File: config.mk
export PLATFORM = sky130hd
export DESIGN_NAME = hse_merge
export DESIGN_NICKNAME = d
export VERILOG_FILES = /design/src/hw/rtl/hse_pkg.sv /design/src/hw/rtl/hse_merge.sv
export SDC_FILE = /design/constraint.sdc
export NUM_CORES = 1
export LEC_CHECK = 0
export ABC_AREA = 1
export BUFFER_PORTS_ARGS = -buffer_cell sky130_fd_sc_hd__buf_4
export CORE_ASPECT_RATIO = 0.7
export CORE_MARGIN = 4
export CORE_UTILIZATION = 42
export DETAILED_ROUTE_END_ITERATION = 10
export PLACE_DENSITY = 0.8
export SLEW_MARGIN = 20
export SYNTH_ARGS = -nofsm -noshare
export SYNTH_HDL_FRONTEND = slang
export SYNTH_SLANG_ARGS = --single-unit
File: constraint.sdc
create_clock -name vclk -period 3.7
set_clock_uncertainty 0.15 [all_clocks]
set_input_delay 1.11 -clock vclk [all_inputs]
set_output_delay 1.11 -clock vclk [all_outputs]
set_load 0.02 [all_outputs]
File: src/hw/rtl/hse_pkg.sv
`timescale 1ns / 1ps
// Shared types and constants for the Hermite spline evaluator.
// No dependencies.
package hse_pkg;

	localparam int unsigned COORD_W = 32;
	localparam int unsigned POS_W   = 17;
	localparam int unsigned ACC_W   = 40;
	localparam logic [POS_W-1:0] T_ONE = 17'h10000;

	localparam logic CMD_APPEND = 1'b0;
	localparam logic CMD_EVAL   = 1'b1;

	localparam logic [1:0] ST_OK       = 2'd0;
	localparam logic [1:0] ST_NO_POINT = 2'd1;
	localparam logic [1:0] ST_RANGE    = 2'd2;
	localparam logic [1:0] ST_FULL     = 2'd3;

	localparam logic [1:0] HSTEP_C = 2'd0;
	localparam logic [1:0] HSTEP_B = 2'd1;
	localparam logic [1:0] HSTEP_A = 2'd2;

	typedef struct packed {
		logic                       command;
		logic signed [COORD_W-1:0]  point_x;
		logic signed [COORD_W-1:0]  point_y;
		logic signed [COORD_W-1:0]  point_z;
		logic        [POS_W-1:0]    curve_position;
	} in_t;

	typedef struct packed {
		logic signed [COORD_W-1:0]  curve_x;
		logic signed [COORD_W-1:0]  curve_y;
		logic signed [COORD_W-1:0]  curve_z;
		logic        [1:0]          status;
	} out_t;

	typedef struct packed {
		logic       wr_en;
		logic       rd_en;
		logic [1:0] rd_sel;
		logic       d0_zero;
		logic       d1_zero;
		logic       coef_en;
		logic       horner_en;
		logic [1:0] horner_step;
	} lane_ctrl_t;

endpackage

File: src/hw/rtl/hse_merge.sv
`timescale 1ns / 1ps
// Merge of the three lane results: halving, saturation, single-point pass-through, status and zeroing.
// Depends on hse_pkg.
module hse_merge (
	input  logic signed [hse_pkg::ACC_W-1:0]   acc_x,
	input  logic signed [hse_pkg::ACC_W-1:0]   acc_y,
	input  logic signed [hse_pkg::ACC_W-1:0]   acc_z,
	input  logic signed [hse_pkg::COORD_W-1:0] p0_x,
	input  logic signed [hse_pkg::COORD_W-1:0] p0_y,
	input  logic signed [hse_pkg::COORD_W-1:0] p0_z,
	input  logic                               single,
	input  logic                               zero,
	input  logic [1:0]                         status,
	output hse_pkg::out_t                      res
);
	import hse_pkg::*;

	function automatic logic signed [COORD_W-1:0] fin(input logic signed [ACC_W-1:0] a);
		logic signed [ACC_W-1:0] v;
		v = (a + ACC_W'(1)) >>> 1;
		if (v > ACC_W'(64'sh7FFF_FFFF)) begin
			return 32'sh7FFF_FFFF;
		end else if (v < -ACC_W'(64'sh8000_0000)) begin
			return 32'sh8000_0000;
		end
		return v[COORD_W-1:0];
	endfunction

	always_comb begin
		res.status = status;
		if (zero) begin
			res.curve_x = '0;
			res.curve_y = '0;
			res.curve_z = '0;
		end else if (single) begin
			res.curve_x = p0_x;
			res.curve_y = p0_y;
			res.curve_z = p0_z;
		end else begin
			res.curve_x = fin(acc_x);
			res.curve_y = fin(acc_y);
			res.curve_z = fin(acc_z);
		end
	end

endmodule

==> run summary, run 1 <==
The flow did not finish. The run ended at 4_1_cts. The tool reported: "[ERROR DPL-0038] Utilization greater than 100%, impossible to legalize". The tools report the estimated wirelength of the detail-placed design as 25.5 mm. Summing every instance area after synthesis gives 5510 µm². Once placement finished, the instance area stood at 11,000 µm². The die is 104 µm tall. For this run, the number of Yosys warnings is 0.

Input and output buffers added on the ports amount to 314. After synthesis, the mean cell area works out to 4.83 µm². The run gives 1,141 as the count of mapped cells out of synthesis.

Post-CTS timing repair inserted 51 buffers for setup. Last weighted congestion value of the routability-driven placer: 1.02. Synthesis produced a netlist with a net count of 1,364. Ranked by total cell area, the synthesized netlist is headed by sky130_fd_sc_hd__nand2_1, sky130_fd_sc_hd__nor2_1, sky130_fd_sc_hd__xor2_1. The synthesized netlist contains 29 unique library cells. Proportion of synthesized chip area in sequential cells: 0. Dominant cell type by area after synthesis: sky130_fd_sc_hd__nand2_1. The starting density of the core was 0.436. The share of Yosys cell area claimed by the top area cell type came out at 0.254. The tools report the number of buffers inserted for hold repair after clock tree synthesis as 0. The placement-stage worst setup slack was -0.701 ns; the die span in x was 145 µm.

The logs give 34 for the number of rows created at floorplan and 347 for the number of resized instances in the post-cts repair step. 318 I/O pins were placed.
[cells by family after synthesis]
family | count (synthesis) | share of synthesized area
buffers and inverters | 120 | 0.0998
xor gates and xnor gates | 93 | 0.148
adders and majority gates | 3 | 0.00681
AOI/OAI and AO/OA | 170 | 0.170
and+or+nand+nor | 755 | 0.576
[per-stage QoR]
step	TNS [ns]	hold WS [ns]	instances
2_1_floorplan	-19.47	2.18	1141
3_3_place_gp	-51.70	2.07	1844
3_5_place_dp	-57.91	2.07	1844
[Yosys cell counts (4+ instances only)]
cell type,instances
sky130_fd_sc_hd__xnor2_1,45
sky130_fd_sc_hd__nand2_2,8
sky130_fd_sc_hd__and2_1,4
sky130_fd_sc_hd__nor2_1,248
sky130_fd_sc_hd__nand2_4,4
sky130_fd_sc_hd__nor3_1,17
sky130_fd_sc_hd__nand3_2,4
sky130_fd_sc_hd__xor2_1,48
sky130_fd_sc_hd__nand3_1,46
sky130_fd_sc_hd__o21ai_0,76
sky130_fd_sc_hd__nor2_2,11
sky130_fd_sc_hd__nand2_1,373
sky130_fd_sc_hd__inv_1,72
sky130_fd_sc_hd__buf_4,9
sky130_fd_sc_hd__clkbuf_1,24
sky130_fd_sc_hd__buf_6,8
sky130_fd_sc_hd__nor2_4,7
sky130_fd_sc_hd__a21oi_2,21
sky130_fd_sc_hd__nand3b_1,5
sky130_fd_sc_hd__nand4_1,26
sky130_fd_sc_hd__a21oi_1,70
==> inputs of run 2 (changes only) <==
--- a/config.mk
+++ b/config.mk
@@ -7,11 +7,10 @@
 export LEC_CHECK = 0
 export ABC_AREA = 1
 export BUFFER_PORTS_ARGS = -buffer_cell sky130_fd_sc_hd__buf_4
-export CORE_ASPECT_RATIO = 0.7
 export CORE_MARGIN = 4
-export CORE_UTILIZATION = 42
+export CORE_UTILIZATION = 31
 export DETAILED_ROUTE_END_ITERATION = 10
-export PLACE_DENSITY = 0.8
+export PLACE_DENSITY_LB_ADDON = 0.15
 export SLEW_MARGIN = 20
 export SYNTH_ARGS = -nofsm -noshare
 export SYNTH_HDL_FRONTEND = slang
==> constraint.sdc (replaced) <==
create_clock -name vclk -period 4.8
set_clock_uncertainty 0.15 [all_clocks]
set_input_delay 1.44 -clock vclk [all_inputs]
set_output_delay 1.44 -clock vclk [all_outputs]
set_load 0.02 [all_outputs]
==> run summary, run 2 <==
The flow ran to the end, but the final reports show violations. The final reports fail on setup timing. The maximum net fanout on the critical path works out to 8. The initial antenna violation count is 0. Once detail routing completed, the nets flagged for antenna violations numbered 0.

The y dimension of the die was 141 µm (+36%); the iteration-0 DRC count of the detailed router was 643. Adding up every negative setup slack in the final design gives -10.04 ns. The path with the worst hold slack has its endpoint at res[0]. The largest single stage delay on the critical path is 0.17 ns. In the final routing, the length of wire on met1 measures 12.5 mm. Summed over all instances, the cell type with the most area after synthesis is sky130_fd_sc_hd__nand2_1.

Entering global routing, the biggest net connects 63 pins. For the sum of routed wire length over all layers, the log shows 31.4 mm. After detailed routing, no signal wire sits above met4.

The kind of cell adding the most delay to the critical path is simple AND/OR/NAND/NOR gates. The synthesis-to-finish area growth works out to 124%. The number of detailed-routing iterations run before antenna repair was 5.

The critical path is of the in -> out type. Yosys attributes the largest share of cell area to sky130_fd_sc_hd__nand2_1, sky130_fd_sc_hd__nor2_1, sky130_fd_sc_hd__xor2_1. Summed over all cells, the static leakage comes to 5.57 nW. The tools report the estimated wirelength of the detail-placed design as 22.8 mm (-11%). The portion of total power attributed to the clock network was 0; the share of cells above drive strength 1 was 0.588.

The first-pass GRT wire length came out at 46.3 mm. The post-route clock period utilization was 1.04; the power per unit of standard cell area was 80.2 nW/µm². STA puts the critical path data arrival time at 3.41 ns. For the number of primary I/O pins, the log shows 318 (unchanged). The tools report the capturing element type of the critical path as a primary output. In the final routed layout, each cell accounts on average for 16.4 µm. At the pin with the least slew margin, the transition time is 0.434 ns.

For the worst setup path, the data required time is 3.21 ns. All-layer global routing usage: 0.278. Average cell area after synthesis: 4.83 µm² (unchanged).

The run gives 0 as the final-report hold violation count. The die covers 20,000 µm². The count of sequential standard cells came out at 0.

The count of input and output buffers was 314 (unchanged); the achievable frequency was 200 MHz. The run gives -0.195 ns as the setup slack after layout. The slowest stage of the critical path belongs to the cell sky130_fd_sc_hd__nor2_4.

The switching part of the total was 0.519. The tools report the max-slew violation total from the final report as 0. Detail-routed via count per cell: 5.06.

Across the whole layout, storage elements account for 0 µm². Across all hold checks on the routed design, the worst slack comes to 2.73 ns. The proportion of power drawn by combinational gates is 1.000. The net switching power figure is 0.514 mW. Walking the worst path, the cells encountered are buf_4, nand2_4, nor2_4, nand2_2, nor2_2, nand2_1, o21bai_1, nand2_1, inv_1, nand2_1, nor2_1, nand2_1, nand2_4, buf_12, buf_12, nand2_2, a21oi_2, buf_4. The number of antenna diodes in the final layout is 0. Shortest period the worst path allows: 5.00 ns. VDD sags by at most 49.4 µV.

Post-synth design cell area: 5510 µm² (unchanged). The number of buffers and inverters on the critical path is 5. Summed over all nets, wire length on met2 after detailed routing comes to 15.8 mm. The final core area utilization was 0.710; the last weighted congestion value of the routability-driven placer was 0.953 (-6.5%). For this run, design rule violations remaining after detail routing come to 0. The number of global-route vias before repair was 9,310; the final setup violation count was 93.

Cell internal power was estimated by the tool at 0.475 mW. The commonest cells after synthesis are sky130_fd_sc_hd__nand2_1, sky130_fd_sc_hd__nor2_1, sky130_fd_sc_hd__o21ai_0. Count of mapped cells out of synthesis: 1,141 (unchanged).

The tools report the normalized max-slew margin as 0.711. For the Yosys warning count, the log shows 0 (unchanged). The die span in x is 141 µm (-2.5%).

The worst hold path passes through 0 cells. Setup repair after global routing could not meet its margin everywhere. For the sum of overflow across all layers after global routing, the log shows 0. Net count after synthesis: 1,364 (unchanged).

Wire segments on met3 add up to 2.25 mm in the final route. STA classifies the critical path startpoint as a primary input. The core region area was 17,400 µm²; the count of cell types in the netlist was 29 (unchanged). Detailed routing inserted a total of 9,671 vias.

In the post-synthesis netlist, the cell with the most instances is sky130_fd_sc_hd__nand2_1. The final layout contains 1,913 nets. The share of Yosys cell area claimed by the top area cell type is 0.254 (unchanged), and the number of max-cap violations is 0. The proportion of synthesized chip area in sequential cells was 0 (unchanged); the power share of the sequential group was 0. The logs give 48 (+41%) for the number of rows created at floorplan and 0.318 (-0.119) for the starting density of the core. The commonest non-fill, non-tap cell in the layout was sky130_fd_sc_hd__buf_4. The cell occurring most often along the worst timing path was sky130_fd_sc_hd__nand2_1. In the layout the commonest cells are sky130_fd_sc_hd__buf_4, sky130_fd_sc_hd__nand2_1, sky130_fd_sc_hd__nor2_1. Worst min-delay path class: in -> out. The number of buffers inserted for hold repair after clock tree synthesis was 0 (unchanged).

In this run the most critical hold path is launched from status[0]. Count of clock-net buffers in the final layout: 0.
## run 2: cell counts after synthesis
Identical to the previous run, type by type.
## run 2: worst max-delay path by stage
| stage | startpoint | endpoint | cells after the start |
|---|---|---|---|
| after floorplan | acc_y[0] | res[45] | 14 |
| after global placement | acc_z[0] | res[21] | 19 |
| after detailed placement | acc_z[1] | res[17] | 19 |
| after CTS | acc_y[0] | res[39] | 18 |
| after global routing | acc_z[13] | res[3] | 18 |
| final | acc_z[10] | res[31] | 18 |
## run 2: per-stage QoR
stage	setup WS (ns)	total power [mW]	instance area, µm²	instances
3_3_place_gp	-0.189	0.767	9660	1830
3_5_place_dp	-0.194	0.770	9660	1830
4_1_cts	-0.109	0.907	11500	1901
2_1_floorplan	0.0201	0.358	5710	1141
5_1_grt	-0.329	1.05	12300	1913
6_report	-0.195	0.989	12300	1913
## run 2: cell type report
class	count	area [µm²]
timing repair buffer	588	5130
tap	225	282
multi-input combinational	1024	6620
fill	1453	5030
inverter	76	295
## run 2: cell families (layout without fill, tap and decap cells)
| logic type | after synthesis | after routing | synth area share |
|---|---|---|---|
| and+or+nand+nor | 755 | 758 | 0.576 |
| adders and majority gates | 3 | 3 | 0.00681 |
| buffers and inverters | 120 | 664 | 0.0998 |
| xor gates and xnor gates | 93 | 93 | 0.148 |
| AOI/OAI and AO/OA | 170 | 170 | 0.170 |
## run 2: power by group through the flow
stage | combinational (mW) | sequential [mW] | clock [mW]
after floorplan | 0.358 | 0 | 0
after global placement | 0.767 | 0 | 0
after detailed placement | 0.770 | 0 | 0
after CTS | 0.907 | 0 | 0
after global routing | 1.05 | 0 | 0
final | 0.989 | 0 | 0
## run 2: layer usage
metal  vias up  track usage
met3        74       0.0266
met4         0       0.0631
met1      4449        0.358
li1       4739            -
met5         -            0
met2       409        0.502
## run 2: what timing repair did
item	in CTS	in global routing
setup buffers	61	14
resized for setup	339	191
gates cloned	12	1
endpoints found under the setup margin	93	95
pin swaps	114	95
No activity file was read; power rests on OpenSTA's default activity.
