[src/hw/rtl/hse_pkg.sv]
`timescale 1ns / 1ps
// Shared types and constants for the Hermite spline evaluator.
// No dependencies.
package hse_pkg;

	localparam int unsigned COORD_W = 32;
	localparam int unsigned POS_W   = 17;
	localparam int unsigned ACC_W   = 40;
	localparam logic [POS_W-1:0] T_ONE = 17'h10000;

	localparam logic CMD_APPEND = 1'b0;
	localparam logic CMD_EVAL   = 1'b1;

	localparam logic [1:0] ST_OK       = 2'd0;
	localparam logic [1:0] ST_NO_POINT = 2'd1;
	localparam logic [1:0] ST_RANGE    = 2'd2;
	localparam logic [1:0] ST_FULL     = 2'd3;

	localparam logic [1:0] HSTEP_C = 2'd0;
	localparam logic [1:0] HSTEP_B = 2'd1;
	localparam logic [1:0] HSTEP_A = 2'd2;

	typedef struct packed {
		logic                       command;
		logic signed [COORD_W-1:0]  point_x;
		logic signed [COORD_W-1:0]  point_y;
		logic signed [COORD_W-1:0]  point_z;
		logic        [POS_W-1:0]    curve_position;
	} in_t;

	typedef struct packed {
		logic signed [COORD_W-1:0]  curve_x;
		logic signed [COORD_W-1:0]  curve_y;
		logic signed [COORD_W-1:0]  curve_z;
		logic        [1:0]          status;
	} out_t;

	typedef struct packed {
		logic       wr_en;
		logic       rd_en;
		logic [1:0] rd_sel;
		logic       d0_zero;
		logic       d1_zero;
		logic       coef_en;
		logic       horner_en;
		logic [1:0] horner_step;
	} lane_ctrl_t;

endpackage

[src/hw/rtl/hse_lane.sv]
`timescale 1ns / 1ps
// One axis lane: point memory, neighbour capture, coefficients, Horner unit.
// Depends on hse_pkg.
module hse_lane #(
	parameter int unsigned MAX_POINTS = 64,
	parameter int unsigned IW = 6
) (
	input  logic                              clk,
	input  logic                              arst_n,
	input  hse_pkg::lane_ctrl_t               ctrl,
	input  logic [IW-1:0]                     addr,
	input  logic signed [hse_pkg::COORD_W-1:0] wr_data,
	input  logic [hse_pkg::POS_W-1:0]         frac,
	output logic signed [hse_pkg::ACC_W-1:0]  acc,
	output logic signed [hse_pkg::COORD_W-1:0] p0
);
	import hse_pkg::*;

	localparam int unsigned PW = ACC_W + POS_W + 1;

	logic signed [COORD_W-1:0] mem [MAX_POINTS];
	logic signed [COORD_W-1:0] rd_data_q;
	logic [1:0]                rd_sel_q;
	logic                      rd_vld_q;
	logic signed [COORD_W-1:0] pt_q [4];
	logic signed [ACC_W-1:0]   a2_q, b2_q, c2_q, acc_q;
	logic signed [ACC_W-1:0]   pm1_w, p0_w, p1_w, p2_w, d0, d1;
	logic signed [ACC_W-1:0]   addend;
	logic signed [PW-1:0]      prod, prod_rnd;

	always_ff @(posedge clk) begin
		if (ctrl.wr_en) begin
			mem[addr] <= wr_data;
		end
		if (ctrl.rd_en) begin
			rd_data_q <= mem[addr];
		end
	end

	always_ff @(posedge clk or negedge arst_n) begin
		if (!arst_n) begin
			rd_vld_q <= 1'b0;
			rd_sel_q <= 2'd0;
		end else begin
			rd_vld_q <= ctrl.rd_en;
			rd_sel_q <= ctrl.rd_sel;
		end
	end

	always_ff @(posedge clk) begin
		if (rd_vld_q) begin
			pt_q[rd_sel_q] <= rd_data_q;
		end
	end

	always_comb begin
		pm1_w = ACC_W'(pt_q[0]);
		p0_w  = ACC_W'(pt_q[1]);
		p1_w  = ACC_W'(pt_q[2]);
		p2_w  = ACC_W'(pt_q[3]);
		d0    = ctrl.d0_zero ? '0 : p1_w - pm1_w;
		d1    = ctrl.d1_zero ? '0 : p2_w - p0_w;
	end

	always_comb begin
		case (ctrl.horner_step)
			HSTEP_C: addend = c2_q;
			HSTEP_B: addend = b2_q;
			HSTEP_A: addend = a2_q;
			default: addend = a2_q;
		endcase
		prod     = PW'(acc_q) * PW'($signed({1'b0, frac}));
		prod_rnd = (prod + PW'(32768)) >>> 16;
	end

	always_ff @(posedge clk) begin
		if (ctrl.coef_en) begin
			a2_q  <= p0_w <<< 1;
			b2_q  <= d0;
			c2_q  <= (p1_w - p0_w) * ACC_W'(6) - (d0 <<< 1) - d1;
			acc_q <= ((p0_w - p1_w) <<< 2) + d0 + d1;
		end else if (ctrl.horner_en) begin
			acc_q <= addend + ACC_W'(prod_rnd);
		end
	end

	assign acc = acc_q;
	assign p0  = pt_q[1];

endmodule

[config.mk]
export PLATFORM = sky130hd
export DESIGN_NAME = hse_lane
export DESIGN_NICKNAME = d
export VERILOG_FILES = /design/src/hw/rtl/hse_pkg.sv /design/src/hw/rtl/hse_lane.sv
export SDC_FILE = /design/constraint.sdc
export NUM_CORES = 2
export LEC_CHECK = 0
export ABC_AREA = 1
export BUFFER_PORTS_ARGS = -buffer_cell sky130_fd_sc_hd__clkbuf_2
export CAP_MARGIN = 20
export CELL_PAD_IN_SITES_DETAIL_PLACEMENT = 1
export CELL_PAD_IN_SITES_GLOBAL_PLACEMENT = 2
export CORE_MARGIN = 1.5
export CORE_UTILIZATION = 43
export DETAILED_ROUTE_END_ITERATION = 6
export HOLD_SLACK_MARGIN = 0.02
export PLACE_DENSITY_LB_ADDON = 0.1
export SLEW_MARGIN = 0
export SYNTH_ARGS = -nofsm -noshare
export SYNTH_HDL_FRONTEND = slang
export SYNTH_SLANG_ARGS = --single-unit
[constraint.sdc]
create_clock -name clk -period 10.05 [get_ports clk]
set_clock_uncertainty 0.15 [all_clocks]
set_input_delay 0.5025 -clock clk [delete_from_list [all_inputs] [get_ports clk]]
set_output_delay 0.5025 -clock clk [all_outputs]
set_load 0.01 [all_outputs]
; After elaboration in Yosys (flattened, before gate mapping)
; Memory sizes are Yosys's and may differ from the RTL's. A register that Yosys moved wholly into a read port is not among the register bits.
; Cells that the tools add are included.
[classes]
multipliers = 2
n_mux = 9
n_eq_ne = 1
add_sub_neg = 10
n_reduce_logical = 2
[op_table]
columns = operator, count
row1 = $mux W40, 4
row2 = $sub A32 B32 Y33, 4
row3 = $add A40 B40 Y40, 2
row4 = $pmux W40 S2, 1
row5 = $add A56 B17 Y56 const B, 1
row6 = $mul A40 B18 Y56, 1
row7 = $add A35 B40 Y40, 1
row8 = $sub A37 B40 Y40, 1
row9 = $sub A40 B40 Y40, 1
row10 = $mul A33 B3 Y36 const B, 1
row11 = $mux W1, 4
row12 = $eq A2 B1 Y1 const B, 1
row13 = $logic_not A2 Y1, 1
row14 = $reduce_bool A2 Y1, 1
[word_totals]
mem_count = 2
in_bits = 67
wordCells = 32
regBits = 155
output_inout_bits = 72
ram_bits = 2176
[mem_list]
columns = name, words, width, rd, rd_clocked_by_memory_dff, wr, line_no
row1 = mem, 64, 32, 1, 1, 1, hse_lane.sv:21  ; logic signed [COORD_W-1:0] mem [MAX_POINTS];
row2 = pt_q, 4, 32, 4, 0, 1, hse_lane.sv:25  ; logic signed [COORD_W-1:0] pt_q [4];

; Depth between registers and ports, before layout
; An unclocked memory read counts as a cell.
[logic_depth]
ltp_word = 6
mapped_depth = 45
depth_no_buf = 43

; Worst setup path after synthesis
; OpenSTA, ideal clock, no wires.
[synth_timing]
path_type = in2reg
from = input port frac[3] (netlist name)
to = register acc_q[37], in the netlist acc[37], data pin
path_slack_ns = 2.736
required_ns = 9.646
setup_ns = 0.254
arrival_ns = 6.910
cell_stages = 36
n_path_buf = 2
path_cell_list = clkbuf_1 -> clkbuf_1 -> nand2_1 -> fa_1 -> fa_1 -> fa_1 -> inv_1 -> fa_1 -> fa_1 -> inv_1 -> fa_1 -> inv_1 -> ha_1 -> nand2_1 -> nor2_1 -> inv_1 -> nor2_1 -> inv_1 -> nor2_1 -> nand4_1 -> nand3_1 -> nand2_1 -> nand2_1 -> xor2_1 -> ha_1 -> nand2_1 -> nor2_1 -> inv_1 -> nor2_1 -> inv_1 -> nor4_1 -> nand3_1 -> nand3_1 -> nand2_1 -> nand3_1 -> nand2_1
[synth_between]
elab_chain_len = 5
[synth_rtl]
columns = element, line_no
row1 = "start, declared", hse_lane.sv:13  ; input logic [hse_pkg::POS_W-1:0] frac,
row2 = $mul A40 B18 Y56, hse_lane.sv:72  ; prod = PW'(acc_q) * PW'($signed({1'b0, frac}));
row3 = $add A56 B17 Y56, hse_lane.sv:73  ; prod_rnd = (prod + PW'(32768)) >>> 16;
row4 = $add A40 B40 Y40, hse_lane.sv:83  ; acc_q <= addend + ACC_W'(prod_rnd);
row5 = $mux W40, hse_lane.sv:82  ; end else if (ctrl.horner_en) begin
row6 = $mux W40, hse_lane.sv:77  ; if (ctrl.coef_en) begin
row7 = "end signal, assigned", hse_lane.sv:81  ; acc_q <= ((p0_w - p1_w) <<< 2) + d0 + d1;
row8 = "end signal, assigned", hse_lane.sv:83
row9 = "end, declared", hse_lane.sv:26  ; logic signed [ACC_W-1:0] a2_q, b2_q, c2_q, acc_q;
; Every way passes these cells. The select of a mux whose other input is x is not followed.
; A chain may end at the register's enable or synchronous reset.

; Worst setup path after layout
[layout_timing]
from = register acc_q[21], in the netlist acc[21]
to = register acc_q[37], in the netlist acc[37], data pin
[layout_between]
elab_chain_len = 5
[layout_rtl]
columns = element, line_no
row1 = $mul A40 B18 Y56, hse_lane.sv:72
row2 = $add A56 B17 Y56, hse_lane.sv:73
row3 = $add A40 B40 Y40, hse_lane.sv:83
row4 = $mux W40, hse_lane.sv:82
row5 = $mux W40, hse_lane.sv:77
; Every way passes these cells. The select of a mux whose other input is x is not followed.

==> metrics.txt <==
status finished clean; root buf cell clkbuf_16; predominant post-synthesis flop cell edfxtp_1; yosys warns 0; Area growth, synth to finish 11.8%; Clock Latency Late Sink 0.89 ns; GRT Overall Usage 32.5%; Syn Inst Count 12200; clock-pin slew on the worst setup and hold paths 0.07 ns; RSZ-0062 raised after global routing no; worst slew pin tran 1.10 ns; die height 554 um; final worst-path cycle share 95.4%; critical path class reg -> reg; wire length of the first global-routing pass 717 mm; Max Clk Rate 104 MHz; Hold WS 0.116 ns; share of layout cells above drive strength 1 7.27%; via count 94500; die width 554 um; worst-path fanout max 17; worst min path class in -> reg; Max Cap Viol 0; DR pass1 iterations 5; total CTS buffers 266; nature of the critical path startpoint flip-flop; largest net degree at the start of global routing 97; Seq cells post-synth 2356; final count of hold timing violations 0; Worst EP arrival 10.01 ns; core area 302000 um2; Via density 5.66; Initial Util 43.1%; GP Congestion 0.935; HPWL reported at the end of detailed placement 346 mm; DRT iter0 DRCs 8503; Core Util, Final 48.3%; WP data required 10.47 ns; number of port buffers 138; Synthesized Nets 13500; CTS tree yes; Top Ports 139; Core Rows 202; Cell variety after synth 61; Post-Syn Area 130000 um2; CP max stage cell edfxtp_1; total die area 307000 um2; vias in the first global route 101000; wire per inst 29.9 um; number of synthesized flops with an enable pin 2353; Worst setup EP type flip-flop; Setup Viol. Count Final 0; antenna violations before repair 30; max-slew violations 0; post-layout min period 9.59 ns; asr flop ratio synth 0.127%; clk buf depth 4; register area share after synthesis 54.2%; Max transition margin 25.7%; Critical Path Max Stage Delay 0.69 ns; WL final 500 mm; Overflow after GRT 0; H-tree level count 5; average size of a mapped cell 10.6 um2; Post-route DRC 0; clock sinks 2356; # nets final 13800; Antenna Nets Post-Route 0
[registers in the layout, indices dropped and copies added, names as in the netlist]
| name | count |
|---|---|
| mem | 2048 |
| pt_q | 128 |
| acc | 40 |
| c2_q | 40 |
| b2_q | 33 |
| a2_q | 32 |
| rd_data_q | 32 |
| rd_sel_q | 2 |
| rd_vld_q | 1 |
[final cells by class]
cell class,instances,area [um2]
Antenna cell,10,25.0
Clock buffer,324,6960
Clock inverter,144,1390
Fill cell,32500,156000
Inverter,2043,7710
Multi-Input combinational cell,7409,50600
Sequential cell,2356,70700
Tap cell,3978,4980
Timing Repair Buffer,444,3430
[Yosys cell counts, types with 44 or more instances]
cell      number  area [um2]
a21oi_1      470        2350
a221oi_1     147        1290
a22o_1        83         727
a22oi_1      276        2070
a31oi_1       55         344
buf_2        153         766
clkbuf_1     231         867
edfxtp_1    2353       70700
fa_1         704       14100
ha_1         472        5910
inv_1       2028        7610
nand2_1     2952       11100
nand3_1      304        1520
nand4_1      217        1360
nor2_1       725        2720
nor3_1        75         375
o21ai_0      364        1820
o21bai_1      44         330
xnor2_1       47         412
xor2_1       119        1040
[cells by family (layout without fill, tap and decap cells)]
family,Yosys count,count (layout),share of synthesized area (%)
compound gates,1677,1677,8.25
xor+xnor,167,167,1.13
fa+ha+maj,1176,1176,15.3
buf+inv,2482,2955,7.36
flops,2356,2356,54.2
other cells,0,10,0
simple gates,4389,4389,13.7
[routing by layer]
metal  wire length, um  part of all wire (%)  track usage (%)  vias to the layer above
met2            243000                    49             55.2                     3022
met1            208000                    42             42.6                    49200
met4             22600                   4.5             13.0                        4
met3             26700                   5.3             3.46                      681
li1                  -                     -                -                    41600
met5                26                0.0052                0                        -
[placed cells by master, fill, tap and decap left out, types with 32 or more instances in the layout]
cell type     n
nand2_1    2952
edfxtp_1   2353
inv_1      2028
fa_1        704
nor2_1      665
ha_1        472
a21oi_1     470
o21ai_0     364
nand3_1     302
a22oi_1     276
clkbuf_16   270
buf_4       266
nand4_1     217
a221oi_1    147
clkbuf_2    137
xor2_1      119
a22o_1       83
nor2_4       61
nor3_1       58
a31oi_1      55
clkbuf_1     54
clkinv_1     52
xnor2_1      47
o21bai_1     44
clkinv_2     38
and3_1       36
o22ai_1      33
o2111ai_1    33
a21o_1       32
[worst paths after layout]
path,endpoint,startpoint,slack (ns),depth (start not counted)
max,acc[37]$_DFFE_PP_,acc[21]$_DFFE_PP_,0.46,35
max reg2reg,acc[37]$_DFFE_PP_,acc[21]$_DFFE_PP_,0.46,35
min,mem[2][26]$_DFFE_PP_,wr_data[26],0.12,2
max in group asynchronous,rd_sel_q[1]$_DFF_PN0_,arst_n,9.21,3
min in group asynchronous,rd_sel_q[0]$_DFF_PN0_,arst_n,0.39,3
min reg2reg,pt_q[3][0]$_DFFE_PP_,rd_data_q[0]$_DFFE_PP_,0.33,0
[timing repair]
item / in CTS / in global routing
gates resized for setup: 0 / 1
hold endpoints to repair: 42 / 0
endpoints found under the setup margin: 0 / 3
setup buffers: 0 / 34
hold buffers: 6 / 0
[critical path, delay by kind of cell, from the launching register on]
kind	cells	cell delay, ns
flops	1	0.69
fa+ha+maj	8	3.89
xor+xnor	1	0.09
simple gates	18	3.55
buf+inv	8	0.88
[stage by stage]
stage / std cells / setup TNS, ns / setup WS (ns) / instance area [um2]
floorplan: 12200 / 0 / 2.74 / 130000
CTS: 16700 / 0 / 0.0906 / 145000
global placement: 16200 / -0.333 / -0.309 / 137000
finish: 16700 / 0 / 0.461 / 146000
global route: 16700 / 0 / 0.0563 / 146000
detailed placement: 16200 / -0.0682 / -0.0682 / 137000
Power is not shown: default switching activity piles up to over one toggle a cycle in this logic, so the estimate is an artifact.
